## src/hdl/dxt_pkg.sv

```systemverilog
// Shared types, widths and arithmetic helpers for the DXT block decoder.
package dxt_pkg;

  localparam int unsigned STRIDE_W = 13;
  localparam int unsigned ADDR_W   = 24;
  localparam int unsigned COORD_W  = 12;

  typedef enum logic [1:0] {
    FMT_DXT1 = 2'd0,
    FMT_DXT3 = 2'd1,
    FMT_DXT5 = 2'd2
  } fmt_e;

  // 5- and 6-bit endpoint widening by bit replication
  function automatic logic [7:0] widen5(input logic [4:0] v);
    return {v, v[4:2]};
  endfunction

  function automatic logic [7:0] widen6(input logic [5:0] v);
    return {v, v[5:4]};
  endfunction

  // x / 3 for x < 768 via reciprocal multiply
  function automatic logic [7:0] div3(input logic [9:0] x);
    logic [19:0] p;
    p = 20'(x) * 20'd683;
    return p[18:11];
  endfunction

  // x / 7 for x < 1792
  function automatic logic [7:0] div7(input logic [10:0] x);
    logic [22:0] p;
    p = 23'(x) * 23'd2341;
    return p[21:14];
  endfunction

  // x / 5 for x < 1280
  function automatic logic [7:0] div5(input logic [10:0] x);
    logic [22:0] p;
    p = 23'(x) * 23'd3277;
    return p[21:14];
  endfunction

  // (2a + b + 1) / 3
  function automatic logic [7:0] third(input logic [7:0] a, input logic [7:0] b);
    return div3(10'({a, 1'b0}) + 10'(b) + 10'd1);
  endfunction

  // (a + b + 1) / 2
  function automatic logic [7:0] midpoint(input logic [7:0] a, input logic [7:0] b);
    logic [8:0] s;
    s = 9'(a) + 9'(b) + 9'd1;
    return s[8:1];
  endfunction

endpackage

```

## src/hdl/dxt_block_decoder.sv

```systemverilog
// DXT1/DXT3/DXT5 4x4 block decoder emitting one RGBA pixel per cycle.
//
// Command channel: an item (format, color block, alpha block, block x/y)
// is taken at a clock edge where start_i is high and busy_o is low.
// Config channel: cfg_data_i is written to the image stride at an edge
// where cfg_valid_i and cfg_ready_o are high; cfg_ready_o is always high.
// Result channel: each pixel is on the result ports for one cycle with
// result_strobe_o high; 16 pixels per item in raster order, last_o on the
// sixteenth. The receiver cannot stall the block.
// An accepted item waits in the input stage until the decoded stage is
// free; each pixel leaves through the result register. The single pixel
// output port sets the pace; the palette/alpha-table stage decodes the
// next item while the current one emits, so pixels stream without gaps.
// Reset clears all valid flags and sets the stride to 256.
module dxt_block_decoder #(
  parameter int unsigned MAX_IMAGE_SIDE = 4096
) (
  input  logic                           clk_i,
  input  logic                           rst_ni,
  input  logic                           start_i,
  output logic                           busy_o,
  input  logic [1:0]                     op_i,
  input  logic [63:0]                    color_block_i,
  input  logic [63:0]                    alpha_block_i,
  input  logic [dxt_pkg::COORD_W-1:0]    block_x_i,
  input  logic [dxt_pkg::COORD_W-1:0]    block_y_i,
  input  logic                           cfg_valid_i,
  output logic                           cfg_ready_o,
  input  logic [dxt_pkg::STRIDE_W-1:0]   cfg_data_i,
  output logic                           result_strobe_o,
  output logic [dxt_pkg::ADDR_W-1:0]     pixel_addr_o,
  output logic [7:0]                     red_o,
  output logic [7:0]                     green_o,
  output logic [7:0]                     blue_o,
  output logic [7:0]                     alpha_o,
  output logic                           last_o
);
  import dxt_pkg::*;

  localparam logic [31:0] MaxSide = 32'(MAX_IMAGE_SIDE);

  // config
  logic [STRIDE_W-1:0] stride_q;
  logic [STRIDE_W-1:0] stride_eff;

  // input stage
  logic                a_valid_q, a_valid_d;
  logic [1:0]          a_op_q;
  logic [63:0]         a_color_q;
  logic [63:0]         a_alpha_q;
  logic [COORD_W-1:0]  a_x_q;
  logic [COORD_W-1:0]  a_y_q;

  // decoded stage
  logic                b_valid_q, b_valid_d;
  logic [3:0]          b_cnt_q, b_cnt_d;
  logic [1:0]          b_op_q;
  logic                b_three_q;
  logic [31:0]         b_idx_q;
  logic [63:0]         b_alpha_q;
  logic [7:0]          b_pal_q [4][3];
  logic [7:0]          b_atab_q [8];
  logic [ADDR_W-1:0]   b_row_q, b_row_d;

  // result register
  logic                res_valid_q;
  logic [ADDR_W-1:0]   res_addr_q;
  logic [7:0]          res_r_q, res_g_q, res_b_q, res_a_q;
  logic                res_last_q;

  logic accept, a_to_b, b_done;

  // decode logic
  logic [15:0] c0, c1;
  logic        three;
  logic [7:0]  e0 [3];
  logic [7:0]  e1 [3];
  logic [7:0]  pal_d [4][3];
  logic [7:0]  atab_d [8];
  logic [7:0]  a0, a1;
  logic [COORD_W+STRIDE_W-1:0] row_prod;

  // per-pixel logic
  logic [1:0]  ci;
  logic [3:0]  nib;
  logic [2:0]  aidx;
  logic [7:0]  pix_a;

  always_comb begin
    if (stride_q == '0) begin
      stride_eff = STRIDE_W'(1);
    end else if (32'(stride_q) > MaxSide) begin
      stride_eff = STRIDE_W'(MaxSide);
    end else begin
      stride_eff = stride_q;
    end
  end

  assign cfg_ready_o = 1'b1;
  assign b_done      = b_valid_q && (b_cnt_q == 4'd15);
  assign a_to_b      = a_valid_q && (!b_valid_q || b_done);
  assign busy_o      = a_valid_q && !a_to_b;
  assign accept      = start_i && !busy_o;

  always_comb begin
    a_valid_d = a_valid_q;
    if (accept) begin
      a_valid_d = 1'b1;
    end else if (a_to_b) begin
      a_valid_d = 1'b0;
    end
  end

  // palette and alpha table
  always_comb begin
    c0    = a_color_q[15:0];
    c1    = a_color_q[31:16];
    three = (a_op_q == FMT_DXT1) && (c0 <= c1);
    e0[0] = widen5(c0[15:11]);
    e0[1] = widen6(c0[10:5]);
    e0[2] = widen5(c0[4:0]);
    e1[0] = widen5(c1[15:11]);
    e1[1] = widen6(c1[10:5]);
    e1[2] = widen5(c1[4:0]);
    for (int ch = 0; ch < 3; ch++) begin
      pal_d[0][ch] = e0[ch];
      pal_d[1][ch] = e1[ch];
      if (three) begin
        pal_d[2][ch] = midpoint(e0[ch], e1[ch]);
        pal_d[3][ch] = 8'd0;
      end else begin
        pal_d[2][ch] = third(e0[ch], e1[ch]);
        pal_d[3][ch] = third(e1[ch], e0[ch]);
      end
    end

    a0 = a_alpha_q[7:0];
    a1 = a_alpha_q[15:8];
    atab_d[0] = a0;
    atab_d[1] = a1;
    if (a0 > a1) begin
      for (int i = 1; i <= 6; i++) begin
        atab_d[i+1] = div7(11'(4'(7 - i)) * 11'(a0) + 11'(4'(i)) * 11'(a1) + 11'd3);
      end
    end else begin
      for (int i = 1; i <= 4; i++) begin
        atab_d[i+1] = div5(11'(4'(5 - i)) * 11'(a0) + 11'(4'(i)) * 11'(a1) + 11'd2);
      end
      atab_d[6] = 8'd0;
      atab_d[7] = 8'd255;
    end

    row_prod = (COORD_W+STRIDE_W)'(a_y_q) * (COORD_W+STRIDE_W)'(stride_eff);
  end

  always_comb begin
    b_valid_d = b_valid_q;
    b_cnt_d   = b_cnt_q;
    b_row_d   = b_row_q;
    if (a_to_b) begin
      b_valid_d = 1'b1;
      b_cnt_d   = 4'd0;
      b_row_d   = ADDR_W'(row_prod) + ADDR_W'(a_x_q);
    end else if (b_valid_q) begin
      b_cnt_d = b_cnt_q + 4'd1;
      if (b_done) begin
        b_valid_d = 1'b0;
      end
      if (b_cnt_q[1:0] == 2'd3) begin
        b_row_d = b_row_q + ADDR_W'(stride_eff);
      end
    end
  end

  // pixel select
  always_comb begin
    ci   = b_idx_q[{b_cnt_q, 1'b0} +: 2];
    nib  = b_alpha_q[{b_cnt_q, 2'b00} +: 4];
    aidx = b_alpha_q[6'd16 + 6'(b_cnt_q) * 6'd3 +: 3];
    case (b_op_q)
      FMT_DXT1: begin
        pix_a = (b_three_q && ci == 2'd3) ? 8'd0 : 8'd255;
      end
      FMT_DXT3: begin
        pix_a = {nib, nib};
      end
      default: begin
        pix_a = b_atab_q[aidx];
      end
    endcase
  end

  always_ff @(posedge clk_i or negedge rst_ni) begin
    if (!rst_ni) begin
      stride_q    <= STRIDE_W'(256);
      a_valid_q   <= 1'b0;
      b_valid_q   <= 1'b0;
      b_cnt_q     <= 4'd0;
      res_valid_q <= 1'b0;
    end else begin
      if (cfg_valid_i && cfg_ready_o) begin
        stride_q <= cfg_data_i;
      end
      a_valid_q   <= a_valid_d;
      b_valid_q   <= b_valid_d;
      b_cnt_q     <= b_cnt_d;
      res_valid_q <= b_valid_q;
    end
  end

  always_ff @(posedge clk_i) begin
    if (accept) begin
      a_op_q    <= op_i;
      a_color_q <= color_block_i;
      a_alpha_q <= alpha_block_i;
      a_x_q     <= block_x_i;
      a_y_q     <= block_y_i;
    end
    b_row_q <= b_row_d;
    if (a_to_b) begin
      b_op_q    <= a_op_q;
      b_three_q <= three;
      b_idx_q   <= a_color_q[63:32];
      b_alpha_q <= a_alpha_q;
      b_pal_q   <= pal_d;
      b_atab_q  <= atab_d;
    end
    res_addr_q <= b_row_q + ADDR_W'(b_cnt_q[1:0]);
    res_r_q    <= b_pal_q[ci][0];
    res_g_q    <= b_pal_q[ci][1];
    res_b_q    <= b_pal_q[ci][2];
    res_a_q    <= pix_a;
    res_last_q <= (b_cnt_q == 4'd15);
  end

  assign result_strobe_o = res_valid_q;
  assign pixel_addr_o    = res_addr_q;
  assign red_o           = res_r_q;
  assign green_o         = res_g_q;
  assign blue_o          = res_b_q;
  assign alpha_o         = res_a_q;
  assign last_o          = res_last_q;

endmodule

```

## config.mk

```make
export PLATFORM = sky130hd
export DESIGN_NAME = dxt_block_decoder
export DESIGN_NICKNAME = d
export VERILOG_FILES = /design/src/hdl/dxt_pkg.sv /design/src/hdl/dxt_block_decoder.sv
export SDC_FILE = /design/constraint.sdc
export NUM_CORES = 2
export LEC_CHECK = 0
export BUFFER_PORTS_ARGS = -buffer_cell sky130_fd_sc_hd__buf_4
export CORE_MARGIN = 2
export CORE_UTILIZATION = 54
export CTS_BUF_LIST = sky130_fd_sc_hd__clkbuf_4 sky130_fd_sc_hd__clkbuf_8
export DETAILED_ROUTE_END_ITERATION = 10
export PLACE_DENSITY = 0.79
export SLEW_MARGIN = 10
export SYNTH_ARGS = -nofsm -noshare
export SYNTH_HDL_FRONTEND = slang
export SYNTH_SLANG_ARGS = --single-unit
export TNS_END_PERCENT = 100
```

## constraint.sdc

```tcl
create_clock -name clk_i -period 11.97 [get_ports clk_i]
set_input_delay 0.5985 -clock clk_i [delete_from_list [all_inputs] [get_ports clk_i]]
set_output_delay 0.5985 -clock clk_i [all_outputs]
set_load 0.005 [all_outputs]
```

==> impl_summary.md <==
Synthesis
Dividing the synthesized area by the synthesized cell count gives 10.9 um2. The distinct cell type count of the synthesized netlist is 76. By count the netlist is led by sky130_fd_sc_hd__ha_1 (1280), sky130_fd_sc_hd__inv_1 (847), sky130_fd_sc_hd__fa_1 (494). Of the synthesized area, sequential elements account for 0.236. The most used flip-flop cell after synthesis is sky130_fd_sc_hd__edfxtp_1.

After synthesis the netlist holds a flip-flop and latch count of 482. The gate count of the mapped netlist is 5350. The most frequent cell after synthesis is sky130_fd_sc_hd__ha_1. The share of synthesized area in the top cell type comes to 0.274. The combined area of all synthesized cells is 58400 um2. Yosys attributes the largest share of cell area to sky130_fd_sc_hd__ha_1 (27%), sky130_fd_sc_hd__edfxtp_1 (21%), sky130_fd_sc_hd__fa_1 (17%).

Summed over all instances, the cell type with the most area after synthesis is sky130_fd_sc_hd__ha_1. For this run, the number of Yosys warnings is 0. Counting every net in the synthesized netlist gives 7295.

Yosys mapped a number of flops with a built-in enable equal to 405. Of all flip-flops after synthesis, the portion carrying an async set or reset was 0.0415.

Route
For this run, design rule violations remaining after detail routing come to 0. The total length of routed wires is 144000 um. The detail route stage leaves a number of antenna-violating nets equal to 0. Across all layers, the routed design uses 41769 vias. The detail-routed via count per cell is 5.76.

The iteration-0 DRC count of the detailed router is 2930. The average wire per cell in the routed design is 19.9 um. The length of the first detailed-routing pass in iterations is 5.

Global routing
Summed over all layers, the global routing overflow is 0. The via count of the first global-routing pass is 43799. The initial antenna violation count is 13. For this run, the total global-route usage over all layers was measured as 0.264. The first global-routing pass estimated 232000 um of wire.

Entering global routing, the biggest net connects 113 pins.

Worst setup path
The beginning of the worst register-to-register path is a_alpha_q[1]$_DFFE_PP_. The maximum net fanout on the critical path is 15. In this run the worst setup path begins at a_alpha_q[1]$_DFFE_PP_. In this design, the critical path's most frequently occurring cell is sky130_fd_sc_hd__a21oi_1. The arrival time reported for the critical path endpoint is 9.77 ns. Together, buffers and inverters on the worst path number 2. STA classifies the critical path startpoint as a flip-flop. The category of the worst setup path capture point is a flip-flop. On the critical path, the stage with the largest delay is an instance of sky130_fd_sc_hd__edfxtp_1.

The largest delay contributor family on the critical path is adder cells. STA puts the critical path data required time at 12.45 ns. For this run, the slowest stage of the critical path takes 0.71 ns. The critical path in this run is classified as flip-flop to flip-flop.

Clock network
The number of buffers on the longest clock path is 3. Clock-pin slew was measured on the worst setup and hold paths at 0.08 ns. The insertion delay of the later-clocked pin in the worst-skew pair is 0.80 ns.

For this design, the CTS-stage hold fixing added 160 buffers. The post-CTS repair timing setup buffer count is 0. The count of clock tree sinks is 482.

Clock tree synthesis inserted a total of 88 buffers. The number of resized instances in the post-cts repair step is 0. The clock tree synthesis step divided the H-tree into 3 levels. The root buffer cell is sky130_fd_sc_hd__clkbuf_8. TritonCTS built the clock tree.

Layout
The area growth from synthesis to layout is 12.1%. The fraction of layout cells with a size suffix above 1 is 0.0971. At the end of the flow, the number of nets in the layout was 7712.

STA
The count of final max-slew check failures is 0. Setup violations remaining at the end of the flow were counted as 0. The maximum clock frequency is 0.108 GHz.

Clock skew on the completed layout was measured at 0.0856 ns. The part of the cycle the worst path needs is 0.776. After layout, the minimum clock period comes to 9.29 ns.

The final number of hold-violating endpoints is 0. Headroom to the max-slew limit came out at 0.205. For the pin with the worst max-slew slack, the measured transition is 1.19 ns. Setup repair after global routing left no endpoint under its margin.

Once routing completed, OpenROAD measured the worst setup slack at 2.68 ns. The post-route setup TNS is 0 ns.

Floorplan
The starting density of the core is 0.545. The die width is 333 um. The region available for standard cell placement spans 107000 um2. In this run the core area contains 120 standard-cell rows. The die is 333 um tall. Pin placement for this block handled 231 I/O pins. The full die area is 111000 um2.

Job
Across the run, the number of max-cap violations was 0.

Min path
The min-delay analysis places its worst path in the category input port to flip-flop. The source of the worst hold timing path is alpha_block_i[0].

Place
The placed wire-length estimate after detailed placement is 113000 um. Input and output buffers added on the ports amount to 229. The post-placement worst setup slack is 2.73 ns. The placer congestion estimate is 0.946.

Run status
The run finished with clean final reports.
==> per-layer routing <==
layer | up-vias | wire [um] | GRT usage
met5 | - | 41 | 0
met4 | 6 | 4800 | 0.0890
met3 | 321 | 10500 | 0.0465
met2 | 1513 | 68300 | 0.438
met1 | 20485 | 60700 | 0.349
li1 | 19444 | - | -
==> cells by family after synthesis <==
kind of cell	after synthesis	share of synthesized area
simple gates	847	0.0701
flops	482	0.236
buf+inv	940	0.0615
other cells	1	0.0000642
fa+ha+maj	1774	0.444
compound gates	776	0.0864
xor+xnor	348	0.0522
mux	182	0.0495
==> area by class of cell <==
cell class / count / area (um2)
Sequential cell: 482 / 13800
Timing Repair Buffer: 418 / 3540
Multi-Input combinational cell: 3928 / 41000
Clock buffer: 118 / 1490
Inverter: 849 / 3190
Clock inverter: 47 / 639
Antenna cell: 11 / 27.5
Tap cell: 1403 / 1760
Fill cell: 8379 / 41700
==> path summary, 6_finish.rpt <==
kind	cells after the start	to	slack, ns
max	30	b_atab_q[38]$_DFFE_PP_	2.68
min	1	a_alpha_q[0]$_DFFE_PP_	0.06
max reg2reg	30	b_atab_q[38]$_DFFE_PP_	2.68
min reg2reg	0	b_alpha_q[53]$_DFFE_PP_	0.38
max in group asynchronous	2	b_cnt_q[0]$_DFFE_PN0P_	11.45
min in group asynchronous	2	stride_q[6]$_DFFE_PN0P_	0.22
==> flip-flops by register name, indices dropped and copies added, names as in the netlist, 2 cells and up <==
| name | count |
|---|---|
| b_pal_q | 80 |
| a_alpha_q | 64 |
| a_color_q | 64 |
| b_alpha_q | 64 |
| b_atab_q | 48 |
| b_idx_q | 32 |
| b_row_q | 24 |
| pixel_addr_o | 24 |
| stride_q | 13 |
| a_x_q | 12 |
| a_y_q | 12 |
| alpha_o | 8 |
| blue_o | 8 |
| green_o | 8 |
| red_o | 8 |
| b_cnt_q | 4 |
| a_op_q | 2 |
| b_op_q | 2 |
==> metrics by stage <==
stage               instance area, um2  std cells  hold slack [ns]   util
floorplan                        58400       5350            0.303      -
global placement                 61700       6920            0.402  0.576
detailed placement               61700       6920            0.405  0.576
CTS                              65400       7245          0.00504  0.610
global route                     65400       7249          0.00990  0.610
finish                           65500       7256           0.0603  0.611
==> cells in the final DEF, fill, tap and decap left out, types with 54 or more instances in the layout <==
| cell | synthesis | layout |
|---|---|---|
| sky130_fd_sc_hd__buf_4 | 7 | 258 |
| sky130_fd_sc_hd__ha_1 | 1280 | 1279 |
| sky130_fd_sc_hd__o21ai_0 | 146 | 145 |
| sky130_fd_sc_hd__inv_1 | 847 | 847 |
| sky130_fd_sc_hd__dlygate4sd3_1 | 0 | 160 |
| sky130_fd_sc_hd__nor2b_1 | 56 | 55 |
| sky130_fd_sc_hd__o21bai_1 | 54 | 54 |
| sky130_fd_sc_hd__xnor2_1 | 233 | 233 |
| sky130_fd_sc_hd__a21o_1 | 78 | 78 |
| sky130_fd_sc_hd__xor2_1 | 115 | 115 |
| sky130_fd_sc_hd__and2_1 | 76 | 74 |
| sky130_fd_sc_hd__a21oi_1 | 227 | 226 |
| sky130_fd_sc_hd__mux4_2 | 82 | 82 |
| sky130_fd_sc_hd__nor3_1 | 58 | 58 |
| sky130_fd_sc_hd__fa_1 | 494 | 494 |
| sky130_fd_sc_hd__clkbuf_8 | 0 | 96 |
| sky130_fd_sc_hd__mux2i_1 | 64 | 64 |
| sky130_fd_sc_hd__dfxtp_1 | 57 | 57 |
| sky130_fd_sc_hd__edfxtp_1 | 405 | 405 |
| sky130_fd_sc_hd__nand2_1 | 245 | 245 |
| sky130_fd_sc_hd__nor2_1 | 208 | 208 |
==> worst reg2reg max path, delay by kind of cell (launching register included) <==
kind,cells,cell delay (ns)
xor+xnor,3,0.95
simple gates,3,0.68
buf+inv,2,0.11
compound gates,13,2.56
flops,1,0.71
fa+ha+maj,9,3.98
Power is not shown: default switching activity piles up to over one toggle a cycle in this logic, so the estimate is an artifact.
